File: src/bbc_isqrt.sv
// Digit-serial integer square root: two radicand bits per cycle.
// No dependencies.
module bbc_isqrt #(
    parameter int WIDTH = 54
) (
    input  logic                               clk,
    input  logic                               rst_n,
    input  logic                               start,
    input  logic [WIDTH-1:0]                   radicand,
    output logic                               done,
    output logic [(WIDTH + WIDTH % 2)/2-1:0]   root
);

    localparam int IW = WIDTH + WIDTH % 2;
    localparam int RW = IW / 2;
    localparam int CW = $clog2(RW + 1);

    logic [IW-1:0]   val_reg;
    logic [RW+1:0]   rem_reg;
    logic [RW-1:0]   root_reg;
    logic [CW-1:0]   cnt_reg;
    logic            done_reg;
    logic [RW+3:0]   shifted;
    logic [RW+3:0]   test;
    logic            fits;

    assign shifted = {rem_reg, val_reg[IW-1:IW-2]};
    assign test    = {2'b00, root_reg, 2'b01};
    assign fits    = (shifted >= test);

    always_ff @(posedge clk or negedge rst_n)
    begin
        if (!rst_n)
        begin
            cnt_reg  <= '0;
            done_reg <= 1'b0;
        end
        else if (start)
        begin
            cnt_reg  <= CW'(RW);
            done_reg <= 1'b0;
        end
        else
        begin
            done_reg <= (cnt_reg == CW'(1));
            if (cnt_reg != '0)
            begin
                cnt_reg <= cnt_reg - CW'(1);
            end
        end
    end

    always_ff @(posedge clk)
    begin
        if (start)
        begin
            val_reg  <= IW'(radicand);
            rem_reg  <= '0;
            root_reg <= '0;
        end
        else if (cnt_reg != '0)
        begin
            val_reg  <= {val_reg[IW-3:0], 2'b00};
            rem_reg  <= fits ? (RW+2)'(shifted - test) : shifted[RW+1:0];
            root_reg <= {root_reg[RW-2:0], fits};
        end
    end

    assign done = done_reg;
    assign root = root_reg;

endmodule

File: config.mk
export PLATFORM = sky130hd
export DESIGN_NAME = bbc_isqrt
export DESIGN_NICKNAME = d
export VERILOG_FILES = /design/src/bbc_isqrt.sv
export SDC_FILE = /design/constraint.sdc
export NUM_CORES = 1
export LEC_CHECK = 0
export BUFFER_PORTS_ARGS = -buffer_cell sky130_fd_sc_hd__buf_2
export CAP_MARGIN = 30
export CORE_AREA = 2 2 120 122
export CTS_CLUSTER_SIZE = 25
export DETAILED_ROUTE_END_ITERATION = 7
export DIE_AREA = 0 0 122 124
export MAX_ROUTING_LAYER = met4
export PLACE_DENSITY = 0.66
export SYNTH_ARGS = -nofsm -noshare
export SYNTH_HDL_FRONTEND = slang
export SYNTH_SLANG_ARGS = --single-unit
File: constraint.sdc
create_clock -name clk -period 7.1 [get_ports clk]
set_input_delay 0.355 -clock clk [delete_from_list [all_inputs] [get_ports clk]]
set_output_delay 0.355 -clock clk [all_outputs]
set_load 0.02 [all_outputs]
; ---- Word-level counts from Yosys, hierarchy flattened
; Index checks and enable logic that the tools add are counted.
; W data, S select, Z words.
[totals]
ff_bits = 116
[classes]
add_sub_neg = 2
order_cmp = 1
eq_ne = 1
n_mux = 6
reduce_logical = 2
[ops]
columns = cell, n
row1 = $mux W54, 2
row2 = $ge A31 B29 Y1, 1
row3 = $mux W29, 1
row4 = $sub A29 B29 Y29, 1
row5 = $mux W5, 2
row6 = $eq A5 B1 Y1 const B, 1
row7 = $reduce_bool A5 Y1, 1
row8 = $sub A5 B1 Y5 const B, 1
row9 = $reduce_bool A2 Y1, 1
row10 = $mux W1, 1

; ---- Longest topological paths before layout
[depth]
ltp_word = 3
mapped_depth = 13
depth_no_buf = 11

; ---- Least setup slack after synthesis
; OpenSTA, ideal clock, no wires.
[synth_path]
kind = reg2reg
start = reg cnt_reg[2]
end = reg val_reg[0] (enable)
setup_time_ns = 0.622
arrival_time_ns = 2.469
setup_slack_ns = 4.009
stages_incl_launch_ff = 7
n_path_buf = 3
period_less_slack_ns = 3.091
path_cell_list = dfrtp_1 -> nor3_1 -> and2_0 -> clkbuf_1 -> clkbuf_1 -> buf_1 -> nand2_1
[synth_via]
elab_chain_len = 2
[synth_rtl]
columns = element, line
row1 = from (decl), 21  ; logic [CW-1:0] cnt_reg;
row2 = from (signal assigned), 40  ; cnt_reg <= CW'(RW);
row3 = from (signal assigned), 48  ; cnt_reg <= cnt_reg - CW'(1);
row4 = $reduce_bool A5 Y1, 61  ; else if (cnt_reg != '0)
row5 = $reduce_bool A2 Y1 (no source line), --
row6 = to (signal assigned), 57  ; val_reg <= IW'(radicand);
row7 = to (signal assigned), 63  ; val_reg <= {val_reg[IW-3:0], 2'b00};
row8 = to (decl), 18  ; logic [IW-1:0] val_reg;
; No other way between the ends.
; A chain may end at the register's enable or synchronous reset.

; ---- Worst setup path in the final report
[layout_path]
start = reg root_reg[4], in the netlist root[4]
end = reg rem_reg[28]
[layout_via]
elab_chain_len = 2
word_cells_on_any_way = 3
cone_classes = 1 x add/sub / 1 x order compare / 1 x mux
[layout_rtl]
columns = element, line
row1 = from (decl), 20  ; logic [RW-1:0] root_reg;
row2 = from (signal assigned), 65  ; root_reg <= {root_reg[RW-2:0], fits};
row3 = $sub A29 B29 Y29 or $ge A31 B29 Y1 (tied branches), "64, 29"
row4 = $mux W29 *, 64  ; rem_reg <= fits ? (RW+2)'(shifted - test) : shifted[RW+1:0];
row5 = to (signal assigned), 64
row6 = to (decl), 19  ; logic [RW+1:0] rem_reg;
; Every way passes the cells marked *; elsewhere a longest branch is shown, timed or not.

==> metrics.txt <==
dpl cells=896; post-synthesis sequential area ratio=45.7%; max_cap viols=0; pin count of the biggest net entering global routing=90; port bufs=84; #FFs+latches synth=116; DIE HEIGHT=124 µm; Sw Share=37.3%; clock latency on the worst-skew pair=0.43 ns; Final Cell Area=7470 µm²; Die Footprint=15,100 µm²; number of routed nets with antenna violations=0; syn avg cell area=9.54 µm²; syn_nets=753; internal power=1910 µW; Synth area leaders=edfxtp_1, dfxtp_1, mux2_2; pwr dens=408 nW/µm²; commonest cells in the netlist=nand2_1, a21oi_1, dfxtp_1; Final Hold Fails=0; Worst Hold End=val_reg[1]; gpl congestion=0.881; initial antenna violation count=0; post-synth top area share=25.6%; Combinational Power Share=43.7%; io pins=85; crit-path max FO=26; Clk pwr share=27.6%; vias in the first global route=4,929; max reg flops=54; First DRT Iteration DRCs=316; status=complete, no violations; clk buf depth=2; share of cells above drive strength 1=24.1%; TritonCTS clock tree=yes; antenna cells=0; setup TNS=0 ns; RSZ-0062 raised after global routing=false; Hold Path Origin=radicand[1]; clock sink total=116; worst min path class=primary input to flip-flop; FF-to-FF Start=root[4]; H-tree depth=4; Slew @ Worst Pin=0.717 ns; Reg2Reg Depth=11; clk slew on worst S/H paths=0.06 ns; final worst path period need=3.16 ns; synthesized instance count=664; count leader, synth=nand2_1; VDD IR max=0.293 mV; CP Launch Type=flip-flop; Via density=5.37; worst reg-to-reg setup slack=3.94 ns; critical path type=flip-flop to flip-flop; Cell Area, Synth=6330 µm²; cts bufs inserted=17; CP Capture Type=flip-flop; Site Rows=43; EDFF count, synth=54; P&R area growth vs syn=18.0%; Layout Cells excl Fill=930; Yosys warnings=0; Fmax=0.316 GHz; Root Buffer=clkbuf_16; Max Clock Skew=0.00703 ns; Req. time, crit path=7.44 ns; FILL cells=1,277; Cell Area, Placed=6850 µm²; drt wl/cell=14.7 µm; met2 wire len=6.46 mm; Post-Route M1 WL=6.29 mm; Setup violations, final=0; dpl hpwl=9.03 mm; Final Cycle Share=44.5%; Yosys cell types=55; vias post-DR=4,995; grt ovf=0; Arrival @ worst endpoint=3.50 ns; worst r2r dst=rem_reg[28]; WHS Path Cells=2; Die W=122 µm; Max Slew Vio Count=0; Post-route DRC=0; Post-synth ARST share=5.17%; Max Used Layer=met4; Sw Pwr=1140 µW; Setup Buffers After CTS=0; ys flop type=dfxtp_1; Core Region=13,700 µm²; drt pass-1 iters=5; GRT Total Usage=19.8%; Reg power frac=28.7%; DRT Wirelength=13.6 mm; met3 wire length=683 µm; Final #Nets=826; static leakage=0.00310 µW; Slew Limit Headroom=52.2%; cell taking the most area after synthesis=edfxtp_1; first-pass GRT wire length=22.8 mm; Starting Density=46.2%
## area by class of cell
cell class,instances,area (µm²),area share (%)
timing repair buffer,90,490,6.56
tap,180,225,3.01
multi-input combinational,471,3130,41.8
inverter,41,154,2.06
sequential,116,2890,38.7
clock inverter,14,156,2.09
clock buffer,18,429,5.74
## cell usage in the layout, fill, tap and decap left out, drive strengths merged, types with 2 or more instances in the layout
cell type | Yosys | routed
edfxtp | 54 | 54
inv | 41 | 43
or3 | 3 | 3
o21a | 3 | 3
nand3 | 8 | 8
o21bai | 3 | 3
mux2 | 52 | 52
a2111oi | 2 | 2
o211a | 3 | 3
o2111ai | 2 | 2
a31oi | 6 | 6
o21ai | 23 | 23
clkbuf | 28 | 18
and3 | 4 | 4
ha | 32 | 32
nand4 | 5 | 5
a311oi | 14 | 14
clkinv | 0 | 7
a41oi | 2 | 2
a21boi | 2 | 2
nor2 | 40 | 40
nor4 | 2 | 2
clkinvlp | 0 | 3
nand2b | 3 | 3
xnor2 | 19 | 19
o211ai | 5 | 5
buf | 8 | 89
dfrtp | 6 | 6
a21oi | 71 | 71
dfxtp | 56 | 56
and2 | 4 | 4
nor3 | 9 | 9
a21o | 12 | 12
a211oi | 9 | 9
xor2 | 6 | 6
nand2 | 115 | 115
bufinv | 0 | 2
## what timing repair did
action,in CTS,in global routing
gates resized for setup,0,0
hold buffers,1,0
hold endpoints to repair,6,0
## stage by stage
step | power, µW | worst slack (ns) | hold WS, ns | util [%]
after floorplan | 1980 | 4.01 | 0.0594 | -
after global placement | 2180 | 4.09 | 0.182 | 49.9
after detailed placement | 2200 | 3.93 | 0.189 | 49.9
after CTS | 3050 | 3.92 | 0.207 | 54.3
after global routing | 3280 | 3.53 | 0.203 | 54.5
final | 3050 | 3.94 | 0.213 | 54.5
## worst max path at each step
stage / start / endpoint / cells after the start / slack [ns]
2_1_floorplan: cnt_reg[2] / val_reg[0] / 6 / 4.01
3_3_place_gp: root[4] / rem_reg[15] / 11 / 4.09
3_5_place_dp: root[1] / rem_reg[15] / 11 / 3.93
4_1_cts: root[4] / rem_reg[15] / 11 / 3.92
5_1_grt: root[1] / rem_reg[15] / 11 / 3.53
6_report: root[4] / rem_reg[28] / 11 / 3.94
## metal layers
layer	GRT usage, %	up-vias
met3	6.32	19
met4	7.26	0
met5	-	-
li1	-	2511
met2	30.9	101
met1	24.0	2364
## worst max-delay path: stages (launching register included)
cell	delay, ns
dfxtp_1	0.37
inv_1	0.06
ha_1	0.40
o21ai_0	0.13
a21oi_1	0.25
a311oi_2	0.18
o21ai_1	0.32
a41oi_2	0.26
o21bai_4	0.62
or3_1	0.20
o2111ai_1	0.11
a31oi_1	0.20
## power groups by stage
stage / registers (µW) / clock network (µW) / logic [µW]
after detailed placement: 886 / 0 / 1310
after floorplan: 873 / 0 / 1100
after CTS: 874 / 858 / 1320
after global routing: 885 / 891 / 1500
after global placement: 882 / 0 / 1290
final: 874 / 842 / 1330
## cell families (layout without fill, tap and decap cells)
group,after synthesis,after routing,synth area share (%)
adders and majority gates,32,32,6.32
xor gates and xnor gates,25,25,3.46
muxes,53,53,9.40
buffers and inverters,77,163,5.04
and+or+nand+nor,196,196,13.1
DFF,116,116,45.7
AOI/OAI and AO/OA,165,165,17.0
No activity file was read; power rests on OpenSTA's default activity.
