## config.mk

```make
export PLATFORM = sky130hd
export DESIGN_NAME = bbc_div
export DESIGN_NICKNAME = d
export VERILOG_FILES = /design/src/bbc_div.sv
export SDC_FILE = /design/constraint.sdc
export NUM_CORES = 1
export LEC_CHECK = 0
export ABC_AREA = 1
export BUFFER_PORTS_ARGS = -buffer_cell sky130_fd_sc_hd__buf_2
export CAP_MARGIN = 20
export CORE_ASPECT_RATIO = 0.8
export CORE_MARGIN = 4
export CORE_UTILIZATION = 46
export CTS_CLUSTER_SIZE = 40
export DETAILED_ROUTE_END_ITERATION = 6
export HOLD_SLACK_MARGIN = 0.03
export MAX_ROUTING_LAYER = met4
export PLACE_DENSITY = 0.77
export SETUP_SLACK_MARGIN = 0.5
export SLEW_MARGIN = 10
export SYNTH_ARGS = -nofsm -noshare
export SYNTH_HDL_FRONTEND = slang
export SYNTH_SLANG_ARGS = --single-unit
```

## constraint.sdc

```tcl
create_clock -name clk -period 2.5 [get_ports clk]
set_input_delay 0.125 -clock clk [delete_from_list [all_inputs] [get_ports clk]]
set_output_delay 0.125 -clock clk [all_outputs]
set_load 0.02 [all_outputs]
```

## src/bbc_div.sv

```systemverilog
// Bit-serial restoring divider: one quotient bit per cycle.
// No dependencies.
module bbc_div #(
    parameter int WIDTH = 54,
    parameter int DW    = 7
) (
    input  logic             clk,
    input  logic             rst_n,
    input  logic             start,
    input  logic [WIDTH-1:0] dividend,
    input  logic [DW-1:0]    divisor,
    output logic             done,
    output logic [WIDTH-1:0] quotient
);

    localparam int CW = $clog2(WIDTH + 1);

    logic [WIDTH-1:0] quo_reg;
    logic [DW-1:0]    rem_reg;
    logic [DW-1:0]    dsr_reg;
    logic [CW-1:0]    cnt_reg;
    logic             done_reg;
    logic [DW:0]      trial;
    logic             fits;

    assign trial = {rem_reg, quo_reg[WIDTH-1]};
    assign fits  = (trial >= {1'b0, dsr_reg});

    always_ff @(posedge clk or negedge rst_n)
    begin
        if (!rst_n)
        begin
            cnt_reg  <= '0;
            done_reg <= 1'b0;
        end
        else if (start)
        begin
            cnt_reg  <= CW'(WIDTH);
            done_reg <= 1'b0;
        end
        else
        begin
            done_reg <= (cnt_reg == CW'(1));
            if (cnt_reg != '0)
            begin
                cnt_reg <= cnt_reg - CW'(1);
            end
        end
    end

    always_ff @(posedge clk)
    begin
        if (start)
        begin
            quo_reg <= dividend;
            rem_reg <= '0;
            dsr_reg <= divisor;
        end
        else if (cnt_reg != '0)
        begin
            // shift in one dividend bit, subtract when it fits
            rem_reg <= fits ? DW'(trial - {1'b0, dsr_reg}) : trial[DW-1:0];
            quo_reg <= {quo_reg[WIDTH-2:0], fits};
        end
    end

    assign done     = done_reg;
    assign quotient = quo_reg;

endmodule

```

# After elaboration in Yosys (flattened, before gate mapping)
# Cells that the tools add are included.
# word_totals
regBits,75
in_bits,64
out_inout_bits,55
wordCells,17
# op_classes
addsub,2
n_lt_le_gt_ge,1
n_eq_ne,1
muxes,6
reduce_logical,2
# op_table
cell,count
$mux W54,2
$mux W6,2
$ge A8 B7 Y1,1
$mux W7,1
$sub A7 B7 Y7,1
$eq A6 B1 Y1 const B,1
$reduce_bool A6 Y1,1
$sub A6 B1 Y6 const B,1
$reduce_bool A2 Y1,1
$mux W1,1

# Depth between registers and ports, before layout
# Gate-level depths: netlist of run 1.
# depth
depth_word,3
ltp_mapped,12
ltp_nobuf,12

# Worst setup path before layout of run 1
# OpenSTA, ideal clock, no wires.
# synth_path
path_type,register -> register
start,reg cnt_reg[0]
end,"reg quo_reg[0], in the netlist quotient[0] (enable)"
t_arrival_ps,1939
required_ps,2090
setup_slack_ps,151
stages_incl_launch_ff,6
path_buffers,0
path_cell_list,dfrtp_1 > inv_1 > ha_1 > nand4_2 > nor2_4 > inv_1
# synth_between
elab_chain_len,2
# synth_lines
element,line_no,text
start: declaration,21,logic [CW-1:0] cnt_reg;
start signal: assignment,38,cnt_reg <= CW'(WIDTH);
start signal: assignment,46,cnt_reg <= cnt_reg - CW'(1);
$reduce_bool A6 Y1,59,else if (cnt_reg != '0)
$reduce_bool A2 Y1 (no source line),-,
end signal: assignment,55,quo_reg <= dividend;
end signal: assignment,63,"quo_reg <= {quo_reg[WIDTH-2:0], fits};"
end: declaration,18,logic [WIDTH-1:0] quo_reg;
# Every way passes these cells.
# A chain may end at the register's enable or synchronous reset.

# Worst setup path after layout of run 1
# layout_path
start,reg cnt_reg[0]
end,"reg quo_reg[23], in the netlist quotient[23] (enable)"
# The elaborated chain is that of the path after synthesis.

==> flow_summary.yaml, run 1 <==
synthesis:
  syn_area_um2: 3610
  ys_top_cells_by_area: "edfxtp_1, nand2_1, dfrtp_1, dfxtp_1, ha_1"
  post-synth-top-count-cell: "nand2_1"
  synth_nets: 465
  synth_edf_count: 61
  ys_async_sr_fraction: 0.0933
  ys_warn_count: 0
  yosysSeqAreaShare: 0.595
  syn_area_per_cell_um2: 9.23
  yosysTopAreaCell: "edfxtp_1"
  ys_top_cells_by_count: "nand2_1, edfxtp_1, inv_1, nand3_1, buf_2"
  yosys_register_bits: 75
  ys.flop_type: "edfxtp_1"
  synth_top_area_share: 0.508
  synth.distinct_cells: 31
  synthesis.instances: 391
clock_tree:
  cts_tree: "done"
  numCtsBuffers: 9
  cts_root_buffer: "clkbuf_8"
  clock_latency_ps: 340
  cts_setup_buffers: 0
  cts-htree-levels: 3
  cts.reportedPaths.clkPinSlew_ps: 80
  cts_sinks: 75
  cts_buffer_depth: 2
global_routing:
  grt_usage: 0.194
  grt_first_pass_wirelength_um: 13800
  grt_pass1_vias: 2986
  grt_max_degree: 58
  gr-total-overflow: 0
  antenna_found_initial: 0
power_and_ir_drop:
  p_leak_nw: 2.41
  cellPowerDensity_nw_per_um2: 765
  vdd_drop_max_mv: 0.383
  finalPower_mw: 3.59
floorplan:
  io_pins: 119
  die_w_um: 107
  core-area_um2: 7500
  die_y_um: 87.2
  die_area_um2: 9330
  start_util: 0.481
  rows: 28
critical_path:
  cp.arrival_ps: 1910
  required_ps: 2550
  critPathSlowestCell: "dfrtp_1"
  cp.depth: 6
  critPathLaunchType: "register"
  reg2reg_to: "quotient[23]"
  worstSetupPathType: "reg -> reg"
  worstPathCellList: "inv_1, ha_2, nand4_4, nor2_4, clkinvlp_4, buf_4"
  reg2reg_from: "cnt_reg[0]"
  cp_max_fo: 40
  cp_num_buf_inv: 3
  critPathCapture: "quotient[23]"
  rrSetupSlack_ps: 640
  crit_family: "buffers and inverters"
  crit_start: "cnt_reg[0]"
  critPathMaxStageDelay_ps: 410
  worst_setup_path_end_kind: "register"
  reg2regPathDepth: 6
final_layout:
  nets: 601
  fillers: 626
  largest_register_ffs: 54
  drive_gt1_frac: 0.289
  multi_input_area_um2: 1290
  regArea_um2: 2150
  antenna_cells: 0
  stdcell_area_um2: 4700
  area_growth_pct: 30.1
run:
  drv_cap: 0
route:
  drt_iter0_drc: 147
  remaining_drc_errors: 0
  vias: 3027
  vias_per_cell: 4.75
  wire_per_inst_um: 13.7
  final_antenna_net_count: 0
  routed_wirelength_um: 8720
  dr.pass1.iters: 5
min_path:
  hp-class: "in -> reg"
  hp-start: "dividend[44]"
timing:
  tightest_slew_ps: 928
  hold_viol: 0
  fmax_ghz: 0.537
  layout_setup_ws_ps: 636
  fin_worst_skew_ps: 9.47
  min_period_ps: 1860
  period_share: 0.745
  setup_tns_ps: 0
  slew-limit-headroom: 0.380
  setup_violations: 0
  drv_slew: 0
  rsz0062_at_grt: "false"
place:
  gp_congestion: 0.881
  dpl_cell_area_um2: 4310
  hpwl_um: 6170
  portBuffers: 118
  pre_cts_ws_ps: 628
status:
  outcome: "finished clean"
==> per-layer routing <==
layer	GRT usage	wire, um	up-vias
met4	0.0348	19	0
met5	-	0	-
met1	0.240	3750	1371
met3	0.0526	668	2
met2	0.326	4280	124
li1	-	-	1530
==> how the worst min path moves through the flow <==
stage / endpoint / cells past startpoint
final: quotient[44] / 3
after global routing: quotient[24] / 3
after CTS: quotient[43] / 3
after detailed placement: cnt_reg[5] / 1
after global placement: done / 1
after floorplan: cnt_reg[0] / 0
==> placed cells by master (no fill, tap or decap), types with 2 or more instances in the layout <==
cell type        n
inv_2            3
nor3_1           3
dfrtp_1          7
buf_4            3
a21oi_1          3
edfxtp_1        61
o21ai_0          3
nand3_2          2
xor2_1           3
dfxtp_1          7
inv_1           24
nand4_1          2
nand3_1         17
buf_2          118
clkinvlp_4       3
nor2_2           2
dlygate4sd3_1   17
nand2_1        208
bufinv_16        2
nor2_1           6
clkbuf_8         9
ha_1             8
nand3b_1         5
==> tightest hold or removal path, delay by kind of cell <==
kind                   cells  cell delay (ps)
buffers and inverters      1               70
and+or+nand+nor            2               90
==> cell type report <==
type                            count  area share
Sequential cell                    75       0.457
Multi-Input combinational cell    274       0.275
Timing Repair Buffer              138       0.167
Tap cell                          105      0.0280
Clock buffer                       10      0.0272
Inverter                           29      0.0269
Clock inverter                      6      0.0189
==> where the power goes <==
part,switching [mW],internal (mW)
sequential,0.0909,1.51
combinational,0.593,0.372
clock,0.462,0.564
total,1.15,2.45
==> what timing repair did <==
action / in CTS / in global routing
gates resized for setup: 0 / 1
endpoints found under the hold margin: 23 / 0
hold buffers: 17 / 0
setup endpoints to repair: 0 / 20
==> through the flow <==
step,utilization,cells,hold WS [ps]
after floorplan,-,391,-171
after CTS,0.626,637,30.2
after detailed placement,0.574,604,-29.4
after global placement,0.574,604,-31.9
final,0.626,637,49.4
after global routing,0.626,637,39.8
==> cell families after synthesis <==
kind of cell | after synthesis | share of synthesized area
buffers and inverters | 42 | 0.0510
XOR/XNOR | 3 | 0.00728
adder cells (fa/ha/maj) | 10 | 0.0368
AO/OA/AOI/OAI | 11 | 0.0212
AND/OR/NAND/NOR | 250 | 0.289
flip-flops | 75 | 0.595
(Power assumes the default switching activity.)
==> run 2, diff against run 1 <==
--- a/config.mk
+++ b/config.mk
@@ -5,17 +5,17 @@
 export SDC_FILE = /design/constraint.sdc
 export NUM_CORES = 1
 export LEC_CHECK = 0
-export ABC_AREA = 1
+export ABC_AREA = 0
 export BUFFER_PORTS_ARGS = -buffer_cell sky130_fd_sc_hd__buf_2
 export CAP_MARGIN = 20
 export CORE_ASPECT_RATIO = 0.8
 export CORE_MARGIN = 4
-export CORE_UTILIZATION = 46
+export CORE_UTILIZATION = 50
 export CTS_CLUSTER_SIZE = 40
 export DETAILED_ROUTE_END_ITERATION = 6
 export HOLD_SLACK_MARGIN = 0.03
 export MAX_ROUTING_LAYER = met4
-export PLACE_DENSITY = 0.77
+export PLACE_DENSITY = 0.8
 export SETUP_SLACK_MARGIN = 0.5
 export SLEW_MARGIN = 10
 export SYNTH_ARGS = -nofsm -noshare
==> constraint.sdc (replaced) <==
create_clock -name clk -period 1.9 [get_ports clk]
set_input_delay 0.095 -clock clk [delete_from_list [all_inputs] [get_ports clk]]
set_output_delay 0.095 -clock clk [all_outputs]
set_load 0.02 [all_outputs]
==> flow_summary.yaml, run 2 <==
status:
  outcome: "finished with violations"
  failed_checks: "setup timing"
route:
  drt_iter0_drc: 106
  dr.pass1.iters: 4
  vias_per_cell: 5.19
  routed_wirelength_um: 8670
  wire_per_inst_um: 17.3
  final_antenna_net_count: 0
  remaining_drc_errors: 0
  vias: 2597
place:
  gp_congestion: 0.758
  pre_cts_ws_ps: -251
  hpwl_um: 5650
  portBuffers: 118
  dpl_cell_area_um2: 4280
synthesis:
  syn_area_um2: 3510
  ys_async_sr_fraction: 0.0933
  ys_warn_count: 0
  ys_top_cells_by_area: "edfxtp_1, mux2_2, dfrtp_1, dfxtp_1, ha_1"
  synth_nets: 318
  yosysTopAreaCell: "edfxtp_1"
  synth_edf_count: 61
  syn_area_per_cell_um2: 14.4
  synth_top_area_share: 0.522
  ys.flop_type: "edfxtp_1"
  post-synth-top-count-cell: "edfxtp_1"
  synth.distinct_cells: 37
  synthesis.instances: 244
  yosys_register_bits: 75
  yosysSeqAreaShare: 0.612
  ys_top_cells_by_count: "edfxtp_1, mux2_2, nor2_1, inv_1, ha_1"
power_and_ir_drop:
  cellPowerDensity_nw_per_um2: 1070
  p_leak_nw: 2.15
  finalPower_mw: 5.25
  vdd_drop_max_mv: 0.611
floorplan:
  rows: 27
  io_pins: 119
  core-area_um2: 6860
  die_area_um2: 8420
  die_w_um: 102
  start_util: 0.511
  die_y_um: 82.9
timing:
  fin_worst_skew_ps: 12.0
  hold_slack_ps: 44.8
  tightest_slew_ps: 403
  period_share: 1.13
  min_period_ps: 2150
  hold_viol: 0
  fmax_ghz: 0.465
  layout_setup_ws_ps: -252
  rsz0062_at_grt: "true"
  drv_slew: 0
  setup_violations: 7
  slew-limit-headroom: 0.732
critical_path:
  critPathMaxStageDelay_ps: 380
  reg2reg_from: "quotient[53]"
  worstSetupPathType: "reg -> reg"
  critPathSlowestCell: "edfxtp_1"
  cp_max_fo: 5
  rrSetupSlack_ps: -250
  critPathLaunchType: "register"
  worst_setup_path_end_kind: "register"
  worstPathCellList: "inv_2, ha_4, fa_2, nand2b_4, a211oi_2, nor3_1, buf_4, buf_4, a21o_2, a311oi_2"
  crit_start: "quotient[53]"
  required_ps: 2160
  cp.arrival_ps: 2410
  cp_common_cell: "buf_4"
global_routing:
  gr-total-overflow: 0
  grt_max_degree: 35
  grt_pass1_vias: 2730
  grt_usage: 0.217
  grt_first_pass_wirelength_um: 13600
  antenna_found_initial: 0
clock_tree:
  clock_latency_ps: 350
  cts_tree: "done"
  cts_buffer_depth: 2
  numCtsBuffers: 9
  cts-htree-levels: 3
  cts_root_buffer: "clkbuf_8"
  cts_sinks: 75
  cts.reportedPaths.clkPinSlew_ps: 80
min_path:
  hp-class: "in -> reg"
  hp-start: "dividend[16]"
final_layout:
  multi_input_area_um2: 1380
  nets: 482
  largest_register_ffs: 54
  drive_gt1_frac: 0.567
  final_cell_mix: "buf_2, edfxtp_1, mux2_2"
  final_util: 0.714
  final_common_cell: "buf_2"
  stdcell_area_um2: 4900
  antenna_cells: 0
  area_growth_pct: 39.7
  fillers: 468
  regArea_um2: 2150
run:
  drv_cap: 0
-- run 2: changes by cell type after synthesis, moves of 4 or more --
cell and delta:
nor3_1 +4, nand2_1 -203, nor2_1 +10, clkbuf_1 +5, mux2_2 +53, inv_1 -10, buf_2 -9, nand3_1 -15
mux2i_1 +6
-- run 2: critical path: cells and delay by family (launching register included) --
family                   cells  cell delay, ps
adder cells (fa/ha/maj)      2             500
buffers and inverters        3             370
flip-flops                   1             380
AND/OR/NAND/NOR              2             220
AO/OA/AOI/OAI                3             580
-- run 2: stage by stage --
stage	TNS (ps)	std cells
after floorplan	-964	244
after global placement	-825	451
after detailed placement	-1390	451
after CTS	-1410	495
after global routing	-1940	500
final	-1370	500
-- run 2: cells by family (layout without fill, tap and decap cells) --
| family | count (synthesis) | count (layout) | share of synthesized area |
|---|---|---|---|
| AO/OA/AOI/OAI | 25 | 25 | 0.0507 |
| XOR/XNOR | 5 | 5 | 0.0125 |
| adder cells (fa/ha/maj) | 10 | 10 | 0.0378 |
| buffers and inverters | 26 | 188 | 0.0325 |
| flip-flops | 75 | 75 | 0.612 |
| multiplexers | 60 | 60 | 0.192 |
| AND/OR/NAND/NOR | 43 | 50 | 0.0625 |
-- run 2: metal layers --
layer  track usage  routed length (um)  vias up
met5             -                   0        -
met4        0.0664                 244        0
met3        0.0663                 630       21
met2         0.344                4180      118
met1         0.266                3620     1211
li1              -                   -     1247
-- run 2: path summary, 6_finish.rpt --
kind                                 to  cells past startpoint
max                          rem_reg[6]                     10
min                        quotient[16]                      2
max reg2reg                  rem_reg[6]                     10
min reg2reg                  rem_reg[1]                      2
max in group asynchronous    cnt_reg[2]                      2
min in group asynchronous    cnt_reg[3]                      2
-- run 2: final cells by class --
class,count,area share
inverter,15,0.0115
timing repair buffer,157,0.196
tap,87,0.0222
sequential,75,0.439
clock buffer,10,0.0261
multi-input combinational,150,0.282
clock inverter,6,0.0230
-- run 2: repair_timing --
| item | 4_1_cts | 5_1_grt |
|---|---|---|
| pin swaps | 10 | 5 |
| hold buffers | 14 | 2 |
| hold endpoints to repair | 20 | 2 |
| cloned | 6 | 1 |
| buffers inserted | 8 | 2 |
| endpoints found under the setup margin | 65 | 66 |
| gates resized for setup | 20 | 6 |
-- run 2: where the power goes --
| part | internal, mW | switching (mW) |
|---|---|---|
| logic | 0.755 | 0.841 |
| clock network | 0.878 | 0.611 |
| registers | 2.02 | 0.146 |
| total | 3.65 | 1.60 |
